[src/bsfc_pkg.sv]
// Types and constants shared by the byte stuffing codec modules.
package bsfc_pkg;

    // Register indexes of the configuration port.
    localparam logic [2:0] CFG_DIRECTION   = 3'd0;
    localparam logic [2:0] CFG_FLAG_BYTE   = 3'd1;
    localparam logic [2:0] CFG_ESCAPE_BYTE = 3'd2;
    localparam logic [2:0] CFG_FLAG_SUB    = 3'd3;
    localparam logic [2:0] CFG_ESCAPE_SUB  = 3'd4;
    localparam logic [2:0] CFG_MAX_LEN     = 3'd5;

    // Direction codes.
    localparam logic DIR_ENCODE = 1'b0;
    localparam logic DIR_DECODE = 1'b1;

    // Reset values of the registers.
    localparam logic [7:0]  RST_FLAG_BYTE   = 8'd126;
    localparam logic [7:0]  RST_ESCAPE_BYTE = 8'd125;
    localparam logic [7:0]  RST_FLAG_SUB    = 8'd1;
    localparam logic [7:0]  RST_ESCAPE_SUB  = 8'd2;
    localparam logic [15:0] RST_MAX_LEN     = 16'd1024;

    // Most results one item can cause, and runs held between front and back.
    localparam int MAX_RES  = 4;
    localparam int RES_IDXW = $clog2(MAX_RES);
    localparam int QDEPTH   = 2;

    typedef struct packed {
        logic        direction;
        logic [7:0]  flag_byte;
        logic [7:0]  escape_byte;
        logic [7:0]  flag_sub;
        logic [7:0]  escape_sub;
        logic [15:0] max_len;
    } t_cfg;

    // One result item.
    typedef struct packed {
        logic [7:0] data;
        logic       byte_valid;
        logic       frame_end;
        logic       frame_error;
    } t_res;

    // All results caused by one input item.
    typedef struct packed {
        t_res [MAX_RES-1:0]  res;
        logic [RES_IDXW-1:0] last_idx;
    } t_run;

    // Queue status seen by both sides.
    typedef struct packed {
        logic full;
        logic empty;
    } t_q_stat;

    function automatic t_res mk_res(input logic [7:0] data, input logic bv,
                                    input logic fe, input logic err);
        t_res r;
        r.data        = bv ? data : 8'd0;
        r.byte_valid  = bv;
        r.frame_end   = fe;
        r.frame_error = err;
        return r;
    endfunction

endpackage

[src/byte_stuffing_frame_codec.sv]
// Top level of the byte stuffing frame codec with its configuration registers.
//
// Input channel (i_in_valid / o_in_ready) takes one byte per item with its
// first and final frame marks. Output channel (o_out_valid / i_out_ready)
// gives result items: a byte, an end marker or an error marker, with
// o_run_last on the last result caused by an input item.
// Configuration channel (i_cfg_valid / o_cfg_ready) writes register
// i_cfg_index with i_cfg_data; it is always ready. Unknown indexes are ignored.
// An input item yields 0 to 4 results. They pass through the run queue into
// the output register, one per cycle while the receiver is ready.
// Input items are taken every cycle while the two-run queue has room, so the
// sustained rate is set by the output register at one result per cycle while
// the receiver is ready.
// Reset restores the register defaults, closes any open frame and empties
// the queue and the output register.
// When the receiver stalls the output item holds, the queue fills, and
// o_in_ready drops until a run has been drained.
module byte_stuffing_frame_codec #(
    parameter int COUNT_WIDTH = 16
) (
    input  logic        i_clk,
    input  logic        i_rst_n,
    input  logic        i_cfg_valid,
    output logic        o_cfg_ready,
    input  logic [2:0]  i_cfg_index,
    input  logic [15:0] i_cfg_data,
    input  logic        i_in_valid,
    output logic        o_in_ready,
    input  logic [7:0]  i_data_byte,
    input  logic        i_first_byte,
    input  logic        i_final_byte,
    output logic        o_out_valid,
    input  logic        i_out_ready,
    output logic [7:0]  o_out_byte,
    output logic        o_byte_valid,
    output logic        o_frame_end,
    output logic        o_frame_error,
    output logic        o_run_last
);
    import bsfc_pkg::*;

    t_cfg    r_cfg;
    t_run    s_run;
    t_run    s_head;
    t_q_stat s_q_stat;
    logic    s_push;
    logic    s_pop;

    assign o_cfg_ready = 1'b1;

    // Configuration registers
    always_ff @(posedge i_clk) begin
        if (!i_rst_n) begin
            r_cfg.direction   <= DIR_ENCODE;
            r_cfg.flag_byte   <= RST_FLAG_BYTE;
            r_cfg.escape_byte <= RST_ESCAPE_BYTE;
            r_cfg.flag_sub    <= RST_FLAG_SUB;
            r_cfg.escape_sub  <= RST_ESCAPE_SUB;
            r_cfg.max_len     <= RST_MAX_LEN;
        end else if (i_cfg_valid) begin
            unique case (i_cfg_index)
                CFG_DIRECTION:   r_cfg.direction   <= i_cfg_data[0];
                CFG_FLAG_BYTE:   r_cfg.flag_byte   <= i_cfg_data[7:0];
                CFG_ESCAPE_BYTE: r_cfg.escape_byte <= i_cfg_data[7:0];
                CFG_FLAG_SUB:    r_cfg.flag_sub    <= i_cfg_data[7:0];
                CFG_ESCAPE_SUB:  r_cfg.escape_sub  <= i_cfg_data[7:0];
                CFG_MAX_LEN:     r_cfg.max_len     <= i_cfg_data;
                default: ;
            endcase
        end
    end

    bsfc_front #(
        .COUNT_WIDTH(COUNT_WIDTH)
    ) u_front (
        .i_clk        (i_clk),
        .i_rst_n      (i_rst_n),
        .i_cfg        (r_cfg),
        .i_in_valid   (i_in_valid),
        .o_in_ready   (o_in_ready),
        .i_data_byte  (i_data_byte),
        .i_first_byte (i_first_byte),
        .i_final_byte (i_final_byte),
        .i_q_stat     (s_q_stat),
        .o_push       (s_push),
        .o_run        (s_run)
    );

    bsfc_queue u_queue (
        .i_clk   (i_clk),
        .i_rst_n (i_rst_n),
        .i_push  (s_push),
        .i_run   (s_run),
        .i_pop   (s_pop),
        .o_head  (s_head),
        .o_stat  (s_q_stat)
    );

    bsfc_back u_back (
        .i_clk         (i_clk),
        .i_rst_n       (i_rst_n),
        .i_head        (s_head),
        .i_q_stat      (s_q_stat),
        .o_pop         (s_pop),
        .o_out_valid   (o_out_valid),
        .i_out_ready   (i_out_ready),
        .o_out_byte    (o_out_byte),
        .o_byte_valid  (o_byte_valid),
        .o_frame_end   (o_frame_end),
        .o_frame_error (o_frame_error),
        .o_run_last    (o_run_last)
    );

endmodule

[src/bsfc_front.sv]
// Front end: accepts input items, tracks frame state and builds result runs.
module bsfc_front #(
    parameter int COUNT_WIDTH = 16
) (
    input  logic            i_clk,
    input  logic            i_rst_n,
    input  bsfc_pkg::t_cfg  i_cfg,
    input  logic            i_in_valid,
    output logic            o_in_ready,
    input  logic [7:0]      i_data_byte,
    input  logic            i_first_byte,
    input  logic            i_final_byte,
    input  bsfc_pkg::t_q_stat i_q_stat,
    output logic            o_push,
    output bsfc_pkg::t_run  o_run
);
    import bsfc_pkg::*;

    localparam int SW = ((COUNT_WIDTH > 16) ? COUNT_WIDTH : 16) + 2;
    localparam logic [COUNT_WIDTH-1:0] CMAX = '1;

    logic [COUNT_WIDTH-1:0] r_count, n_count;
    logic                   r_esc, n_esc;
    logic                   r_fail, n_fail;

    t_res [MAX_RES-1:0] s_res;
    logic [RES_IDXW:0]  s_n;
    logic               s_first;
    logic               s_done;
    logic               s_err;
    logic               s_special;
    logic               s_accept;
    logic [SW-1:0]      s_lim;
    logic [SW-1:0]      s_k;

    function automatic logic [COUNT_WIDTH-1:0] sat(input logic [SW-1:0] x);
        if (x > SW'(CMAX)) begin
            return CMAX;
        end
        return x[COUNT_WIDTH-1:0];
    endfunction

    assign o_in_ready = !i_q_stat.full;
    assign s_accept   = i_in_valid && o_in_ready;
    assign s_lim      = SW'(i_cfg.max_len);

    // Per-item evaluation: results in order, error result appended last
    always_comb begin
        n_count   = r_count;
        n_esc     = r_esc;
        n_fail    = r_fail;
        s_res     = '0;
        s_n       = '0;
        s_first   = i_first_byte;
        s_done    = 1'b0;
        s_err     = 1'b0;
        s_special = (i_data_byte == i_cfg.flag_byte) || (i_data_byte == i_cfg.escape_byte);
        s_k       = s_special ? SW'(2) : SW'(1);

        // new frame: explicit first byte, or a byte outside any frame
        if (s_first || (n_count == '0 && !n_fail)) begin
            n_count = '0;
            n_esc   = 1'b0;
            n_fail  = 1'b0;
            s_first = 1'b1;
        end

        if (n_fail) begin
            // rest of a failed frame is dropped
            if (i_final_byte) begin
                n_fail  = 1'b0;
                n_count = '0;
            end
            s_done = 1'b1;
        end else if (i_cfg.direction == DIR_ENCODE) begin
            if (s_first) begin
                if (SW'(n_count) + SW'(1) > s_lim) begin
                    s_err  = 1'b1;
                    s_done = 1'b1;
                end else begin
                    s_res[s_n[RES_IDXW-1:0]] = mk_res(i_cfg.flag_byte, 1'b1, 1'b0, 1'b0);
                    s_n     = s_n + 1'b1;
                    n_count = sat(SW'(n_count) + SW'(1));
                end
            end
            if (!s_done) begin
                if (SW'(n_count) + s_k > s_lim) begin
                    s_err  = 1'b1;
                    s_done = 1'b1;
                end else begin
                    if (s_special) begin
                        s_res[s_n[RES_IDXW-1:0]] =
                            mk_res(i_cfg.escape_byte, 1'b1, 1'b0, 1'b0);
                        s_n = s_n + 1'b1;
                        // flag substitution wins when flag equals escape
                        s_res[s_n[RES_IDXW-1:0]] = mk_res(
                            (i_data_byte == i_cfg.flag_byte) ? i_cfg.flag_sub
                                                             : i_cfg.escape_sub,
                            1'b1, 1'b0, 1'b0);
                        s_n = s_n + 1'b1;
                    end else begin
                        s_res[s_n[RES_IDXW-1:0]] = mk_res(i_data_byte, 1'b1, 1'b0, 1'b0);
                        s_n = s_n + 1'b1;
                    end
                    n_count = sat(SW'(n_count) + s_k);
                end
            end
            if (!s_done && i_final_byte) begin
                if (SW'(n_count) + SW'(1) > s_lim) begin
                    s_err  = 1'b1;
                    s_done = 1'b1;
                end else begin
                    s_res[s_n[RES_IDXW-1:0]] = mk_res(i_cfg.flag_byte, 1'b1, 1'b1, 1'b0);
                    s_n     = s_n + 1'b1;
                    n_count = '0;
                    n_esc   = 1'b0;
                end
            end
        end else begin
            n_count = sat(SW'(n_count) + SW'(1));
            if (SW'(n_count) >= s_lim) begin
                s_err = 1'b1;
            end else if (n_esc) begin
                // map the code after an escape back, flag_sub tested first
                if (i_data_byte == i_cfg.flag_sub) begin
                    s_res[s_n[RES_IDXW-1:0]] =
                        mk_res(i_cfg.flag_byte, 1'b1, i_final_byte, 1'b0);
                    s_n   = s_n + 1'b1;
                    n_esc = 1'b0;
                end else if (i_data_byte == i_cfg.escape_sub) begin
                    s_res[s_n[RES_IDXW-1:0]] =
                        mk_res(i_cfg.escape_byte, 1'b1, i_final_byte, 1'b0);
                    s_n   = s_n + 1'b1;
                    n_esc = 1'b0;
                end else begin
                    s_err = 1'b1;
                end
            end else if (i_data_byte == i_cfg.escape_byte) begin
                n_esc = 1'b1;
                if (i_final_byte) begin
                    // lone escape at frame end: bare end marker
                    s_res[s_n[RES_IDXW-1:0]] = mk_res(8'd0, 1'b0, 1'b1, 1'b0);
                    s_n = s_n + 1'b1;
                end
            end else begin
                s_res[s_n[RES_IDXW-1:0]] = mk_res(i_data_byte, 1'b1, i_final_byte, 1'b0);
                s_n = s_n + 1'b1;
            end
            if (!s_err && i_final_byte) begin
                n_count = '0;
                n_esc   = 1'b0;
            end
        end

        // error result after whatever this item already produced
        if (s_err) begin
            s_res[s_n[RES_IDXW-1:0]] = mk_res(8'd0, 1'b0, 1'b1, 1'b1);
            s_n   = s_n + 1'b1;
            n_esc = 1'b0;
            if (i_final_byte) begin
                n_fail  = 1'b0;
                n_count = '0;
            end else begin
                n_fail = 1'b1;
            end
        end
    end

    assign o_push         = s_accept && (s_n != '0);
    assign o_run.res      = s_res;
    assign o_run.last_idx = RES_IDXW'(s_n - 1'b1);

    // Frame state
    always_ff @(posedge i_clk) begin
        if (!i_rst_n) begin
            r_count <= '0;
            r_esc   <= 1'b0;
            r_fail  <= 1'b0;
        end else if (s_accept) begin
            r_count <= n_count;
            r_esc   <= n_esc;
            r_fail  <= n_fail;
        end
    end

endmodule

[src/bsfc_queue.sv]
// Short queue of result runs between the front and back ends.
module bsfc_queue (
    input  logic              i_clk,
    input  logic              i_rst_n,
    input  logic              i_push,
    input  bsfc_pkg::t_run    i_run,
    input  logic              i_pop,
    output bsfc_pkg::t_run    o_head,
    output bsfc_pkg::t_q_stat o_stat
);
    import bsfc_pkg::*;

    localparam int PW = (QDEPTH > 1) ? $clog2(QDEPTH) : 1;
    localparam int CW = $clog2(QDEPTH + 1);

    t_run          r_mem [QDEPTH];
    logic [PW-1:0] r_wr_ptr;
    logic [PW-1:0] r_rd_ptr;
    logic [CW-1:0] r_level;

    assign o_head       = r_mem[r_rd_ptr];
    assign o_stat.full  = (r_level == CW'(QDEPTH));
    assign o_stat.empty = (r_level == '0);

    // Run storage
    always_ff @(posedge i_clk) begin
        if (i_push) begin
            r_mem[r_wr_ptr] <= i_run;
        end
    end

    // Pointers and fill level
    always_ff @(posedge i_clk) begin
        if (!i_rst_n) begin
            r_wr_ptr <= '0;
            r_rd_ptr <= '0;
            r_level  <= '0;
        end else begin
            if (i_push) begin
                r_wr_ptr <= (r_wr_ptr == PW'(QDEPTH - 1)) ? '0 : r_wr_ptr + 1'b1;
            end
            if (i_pop) begin
                r_rd_ptr <= (r_rd_ptr == PW'(QDEPTH - 1)) ? '0 : r_rd_ptr + 1'b1;
            end
            if (i_push && !i_pop) begin
                r_level <= r_level + 1'b1;
            end else if (i_pop && !i_push) begin
                r_level <= r_level - 1'b1;
            end
        end
    end

endmodule

[src/bsfc_back.sv]
// Back end: walks the head run and drives one result item per cycle while the receiver is ready and a run is queued.
module bsfc_back (
    input  logic              i_clk,
    input  logic              i_rst_n,
    input  bsfc_pkg::t_run    i_head,
    input  bsfc_pkg::t_q_stat i_q_stat,
    output logic              o_pop,
    output logic              o_out_valid,
    input  logic              i_out_ready,
    output logic [7:0]        o_out_byte,
    output logic              o_byte_valid,
    output logic              o_frame_end,
    output logic              o_frame_error,
    output logic              o_run_last
);
    import bsfc_pkg::*;

    logic [RES_IDXW-1:0] r_idx;
    logic                r_valid;
    logic [7:0]          r_byte;
    logic                r_bvalid;
    logic                r_end;
    logic                r_err;
    logic                r_last;
    logic                s_load;
    logic                s_is_last;
    t_res                s_cur;

    assign s_cur     = i_head.res[r_idx];
    assign s_is_last = (r_idx == i_head.last_idx);
    assign s_load    = (!r_valid || i_out_ready) && !i_q_stat.empty;
    assign o_pop     = s_load && s_is_last;

    // Run position and output valid
    always_ff @(posedge i_clk) begin
        if (!i_rst_n) begin
            r_idx   <= '0;
            r_valid <= 1'b0;
        end else begin
            if (s_load) begin
                r_idx   <= s_is_last ? '0 : r_idx + 1'b1;
                r_valid <= 1'b1;
            end else if (i_out_ready) begin
                r_valid <= 1'b0;
            end
        end
    end

    // Output payload
    always_ff @(posedge i_clk) begin
        if (s_load) begin
            r_byte   <= s_cur.data;
            r_bvalid <= s_cur.byte_valid;
            r_end    <= s_cur.frame_end;
            r_err    <= s_cur.frame_error;
            r_last   <= s_is_last;
        end
    end

    assign o_out_valid   = r_valid;
    assign o_out_byte    = r_byte;
    assign o_byte_valid  = r_bvalid;
    assign o_frame_end   = r_end;
    assign o_frame_error = r_err;
    assign o_run_last    = r_last;

endmodule

[config.mk]
export PLATFORM = sky130hd
export DESIGN_NAME = byte_stuffing_frame_codec
export DESIGN_NICKNAME = d
export VERILOG_FILES = /design/src/bsfc_pkg.sv /design/src/byte_stuffing_frame_codec.sv /design/src/bsfc_front.sv /design/src/bsfc_queue.sv /design/src/bsfc_back.sv
export SDC_FILE = /design/constraint.sdc
export NUM_CORES = 1
export LEC_CHECK = 0
export ABC_CLOCK_PERIOD_IN_PS = 32800
export BUFFER_PORTS_ARGS = -buffer_cell sky130_fd_sc_hd__buf_2
export CAP_MARGIN = 10
export CORE_MARGIN = 2
export CORE_UTILIZATION = 60
export CTS_BUF_LIST = sky130_fd_sc_hd__clkbuf_8
export CTS_CLUSTER_DIAMETER = 60
export DETAILED_ROUTE_END_ITERATION = 6
export PLACE_DENSITY = 0.75
export SYNTH_ARGS = -nofsm -noshare
export SYNTH_HDL_FRONTEND = slang
export SYNTH_SLANG_ARGS = --single-unit
[constraint.sdc]
create_clock -name i_clk -period 32.8 [get_ports i_clk]
set_input_delay 3.28 -clock i_clk [delete_from_list [all_inputs] [get_ports i_clk]]
set_output_delay 3.28 -clock i_clk [all_outputs]
set_load 0.02 [all_outputs]
==> flow_metrics.tcl <==
set metrics [dict create \
    ant_nets 0 \
    cts.sinks 179 \
    place_congestion 1.08 \
    clkTransAtPathRegs_ns 0.11 \
    drc 0 \
    crit_arrival_ns 17.46 \
    grt_max_degree 53 \
    hold_viol_final 0 \
    cts-resized-gates 0 \
    syn_area_per_cell_sq_um 9.36 \
    finalClockSkew_ns 0.0217 \
    rsz0062_at_grt "false" \
    fp.dieH_microns 145 \
    critPathKind "input port to flip-flop" \
    grt_pass1_wl_mm 55.6 \
    n_antenna_cell 0 \
    max_freq_mhz 58.7 \
    wl_per_cell_microns 23.0 \
    initial_core_util_pct 61.3 \
    finalSetupViolCount 0 \
    globalRouteTotalUtil_pct 34.1 \
    rows 51 \
    drtIter0Drc 999 \
    antenna_found_initial 0 \
    dpl_cell_area_sq_um 12300 \
    wirelength_mm 35.7 \
    fin_cells 1555 \
    gr-total-overflow 0 \
    die_area_sq_um 21100 \
    syn-num-nets 1394 \
    worstPathRequired_ns 33.21 \
    min-delay-path-class "flip-flop to flip-flop" \
    die_x_microns 145 \
    clock_latency_ns 0.48 \
    p_per_area_nw_per_um2 51.9 \
    dr.pass1.iters 6 \
    syn-cell-area_sq_um 12000 \
    peakVddDrop_mv 0.0310 \
    yosys_warnings 0 \
    ys_async_sr_fraction_pct 0 \
    synthFlopType "edfxtp_1" \
    final_max_slew_viol_count 0 \
    ctsHoldBuffers 0 \
    multi_input_area_sq_um 6880 \
    nNetsFinal 1393 \
    worstSetupStartpointType "input port" \
    cp_slowest_cell "or4_4" \
    cts-buffers-inserted 17 \
    p_leak_nw 4.71 \
    grt_pass1_vias 9449 \
    area_growth_pct 6.41 \
    finalPower_mw 0.661 \
    min_period_ns 17.05 \
    clock_path_buffers 2 \
    portBuffers 47 \
    synth_seq_area_share_pct 38.6 \
    layout-drive-gt1-share_pct 12.3 \
    clockRootBuffer "clkbuf_8" \
    syn_inst 1278 \
    final.setup.tns_ns 0 \
    core_sq_um 19500 \
    path_common_cell "ha_1" \
    cpPeakStageDelay_ns 0.64 \
    synth-edff-count 104 \
    place_inst 1523 \
    pin_count 49 \
    endpoint_kind "flip-flop" \
    maxCapViolations 0 \
    status "completed" \
    cp_max_fo 32 \
    vias 10100 \
    synth.distinct_cells 83 \
    fill_cells 1643 \
    ys_ff_latch 179 \
    post-dp-hpwl_mm 26.7 \
    worstMarginPinSlew_ns 1.11 \
    post_cts_buffers 0 \
    vias_per_cell 6.51 \
    seqCellArea_sq_um 4620 \
    htree_levels 4 \
    tritoncts "built" \
    timing.final.crit_share_pct 52.0 \
    fin_area_sq_um 12700 \
    slew_headroom_pct 25.9 \
]
==> report_power, final <==
part,total (mW),internal [mW],switching (mW)
registers,0.299,0.285,0.0135
clock network,0.162,0.0662,0.0962
logic,0.200,0.0800,0.120
total,0.661,0.432,0.230
==> cells in the mapped netlist, types with 7 or more instances <==
library cell	instances	area, sq um
nand2_1	172	646
edfxtp_1	104	3120
a21oi_1	89	445
nor2_1	82	308
ha_1	81	1010
dfxtp_1	75	1500
xnor2_1	69	604
nand3_1	62	310
clkbuf_1	55	206
o21ai_0	48	240
inv_1	33	124
nor3_1	32	160
and2_1	26	163
mux4_2	22	495
mux2i_1	21	210
nand4_1	21	131
a22oi_1	16	120
nor2b_1	16	100
nor4_1	16	100
or3_1	16	100
mux2_2	15	169
xor2_1	14	123
a222oi_1	12	120
and3_1	12	75.1
nand2b_1	12	75.1
a211oi_1	10	75.1
a21o_1	10	75.1
buf_2	10	50.1
o311a_1	10	100
a21boi_0	9	67.6
buf_1	9	33.8
or2_2	7	43.8
==> cells by family after synthesis <==
| kind of cell | Yosys count | synth area share [%] |
|---|---|---|
| adder cells (fa/ha/maj) | 82 | 8.64 |
| XOR/XNOR | 83 | 6.07 |
| multiplexers | 58 | 7.31 |
| flip-flops | 179 | 38.6 |
| AO/OA/AOI/OAI | 256 | 14.4 |
| buffers and inverters | 115 | 4.03 |
| AND/OR/NAND/NOR | 504 | 20.9 |
| other | 1 | 0.0313 |
==> worst max-delay path, delay by kind of cell <==
kind | cells | cell delay, ns
AO/OA/AOI/OAI | 15 | 4.59
buffers and inverters | 4 | 0.94
AND/OR/NAND/NOR | 25 | 5.76
adder cells (fa/ha/maj) | 8 | 2.43
XOR/XNOR | 3 | 0.45
==> per-layer routing <==
| metal | vias to the layer above | wire length [microns] | track usage, % | share of wire [%] |
|---|---|---|---|---|
| li1 | 4685 | - | - | - |
| met1 | 4784 | 14900 | 48.3 | 42 |
| met2 | 575 | 15800 | 51.1 | 44 |
| met3 | 79 | 3970 | 9.03 | 11 |
| met4 | 0 | 1020 | 10.8 | 2.9 |
| met5 | - | 0 | 0 | 0 |
==> cell type report <==
| class | instances | share of cell area (%) |
|---|---|---|
| clock buffer | 17 | 1.84 |
| timing repair buffer | 61 | 2.67 |
| inverter | 34 | 1.00 |
| multi-input combinational | 984 | 54.0 |
| clock inverter | 15 | 1.53 |
| sequential | 179 | 36.3 |
| tap | 265 | 2.60 |
==> sequential cells by signal (all words and copies together) (netlist names), named ones only <==
name                  flops
u_back.o_byte_valid       1
u_back.r_idx              2
u_front.r_esc             1
u_queue.r_wr_ptr          1
u_front.r_count          16
u_back.o_run_last         1
u_front.r_fail            1
u_queue.r_mem            92
u_queue.r_level           2
u_back.o_frame_end        1
u_back.o_out_byte         8
u_back.o_frame_error      1
r_cfg                    49
u_queue.r_rd_ptr          1
u_back.o_out_valid        1
==> cell usage in the layout (no fill, tap or decap), types with 12 or more instances in the layout <==
cell type  synthesis  routed
nor3_1            32      32
a22oi_1           16      16
nand3_1           62      62
nor4_1            16      16
buf_4              4      14
mux4_2            22      22
and3_1            12      12
or3_1             16      16
buf_2             10      47
edfxtp_1         104     104
xor2_1            14      14
dfxtp_1           75      75
nand2_1          172     172
inv_1             33      32
mux2_2            15      15
nand2b_1          12      12
nor2b_1           16      15
xnor2_1           69      69
mux2i_1           21      21
and2_1            26      26
a21oi_1           89      89
a222oi_1          12      12
nand4_1           21      21
clkbuf_8           0      17
nor2_1            82      82
o21ai_0           48      48
ha_1              81      81
==> through the flow <==
stage               util, %  setup WS [ns]  hold slack [ns]
finish                 65.2          15.75            0.463
global route           65.2          14.59            0.479
CTS                    65.2          16.07            0.463
detailed placement     63.0          15.63            0.448
global placement       63.0          16.08            0.444
floorplan                 -          16.42            0.436
==> final timing paths <==
kind | start | end | slack (ns) | cells past startpoint
max | i_first_byte | u_queue.r_level[1] | 15.75 | 55
min reg2reg | r_cfg[4] | r_cfg[4] | 0.46 | 2
max reg2reg | u_front.r_count[1] | u_queue.r_level[1] | 18.62 | 52
min | r_cfg[4] | r_cfg[4] | 0.46 | 2
No activity file was read; power rests on OpenSTA's default activity.
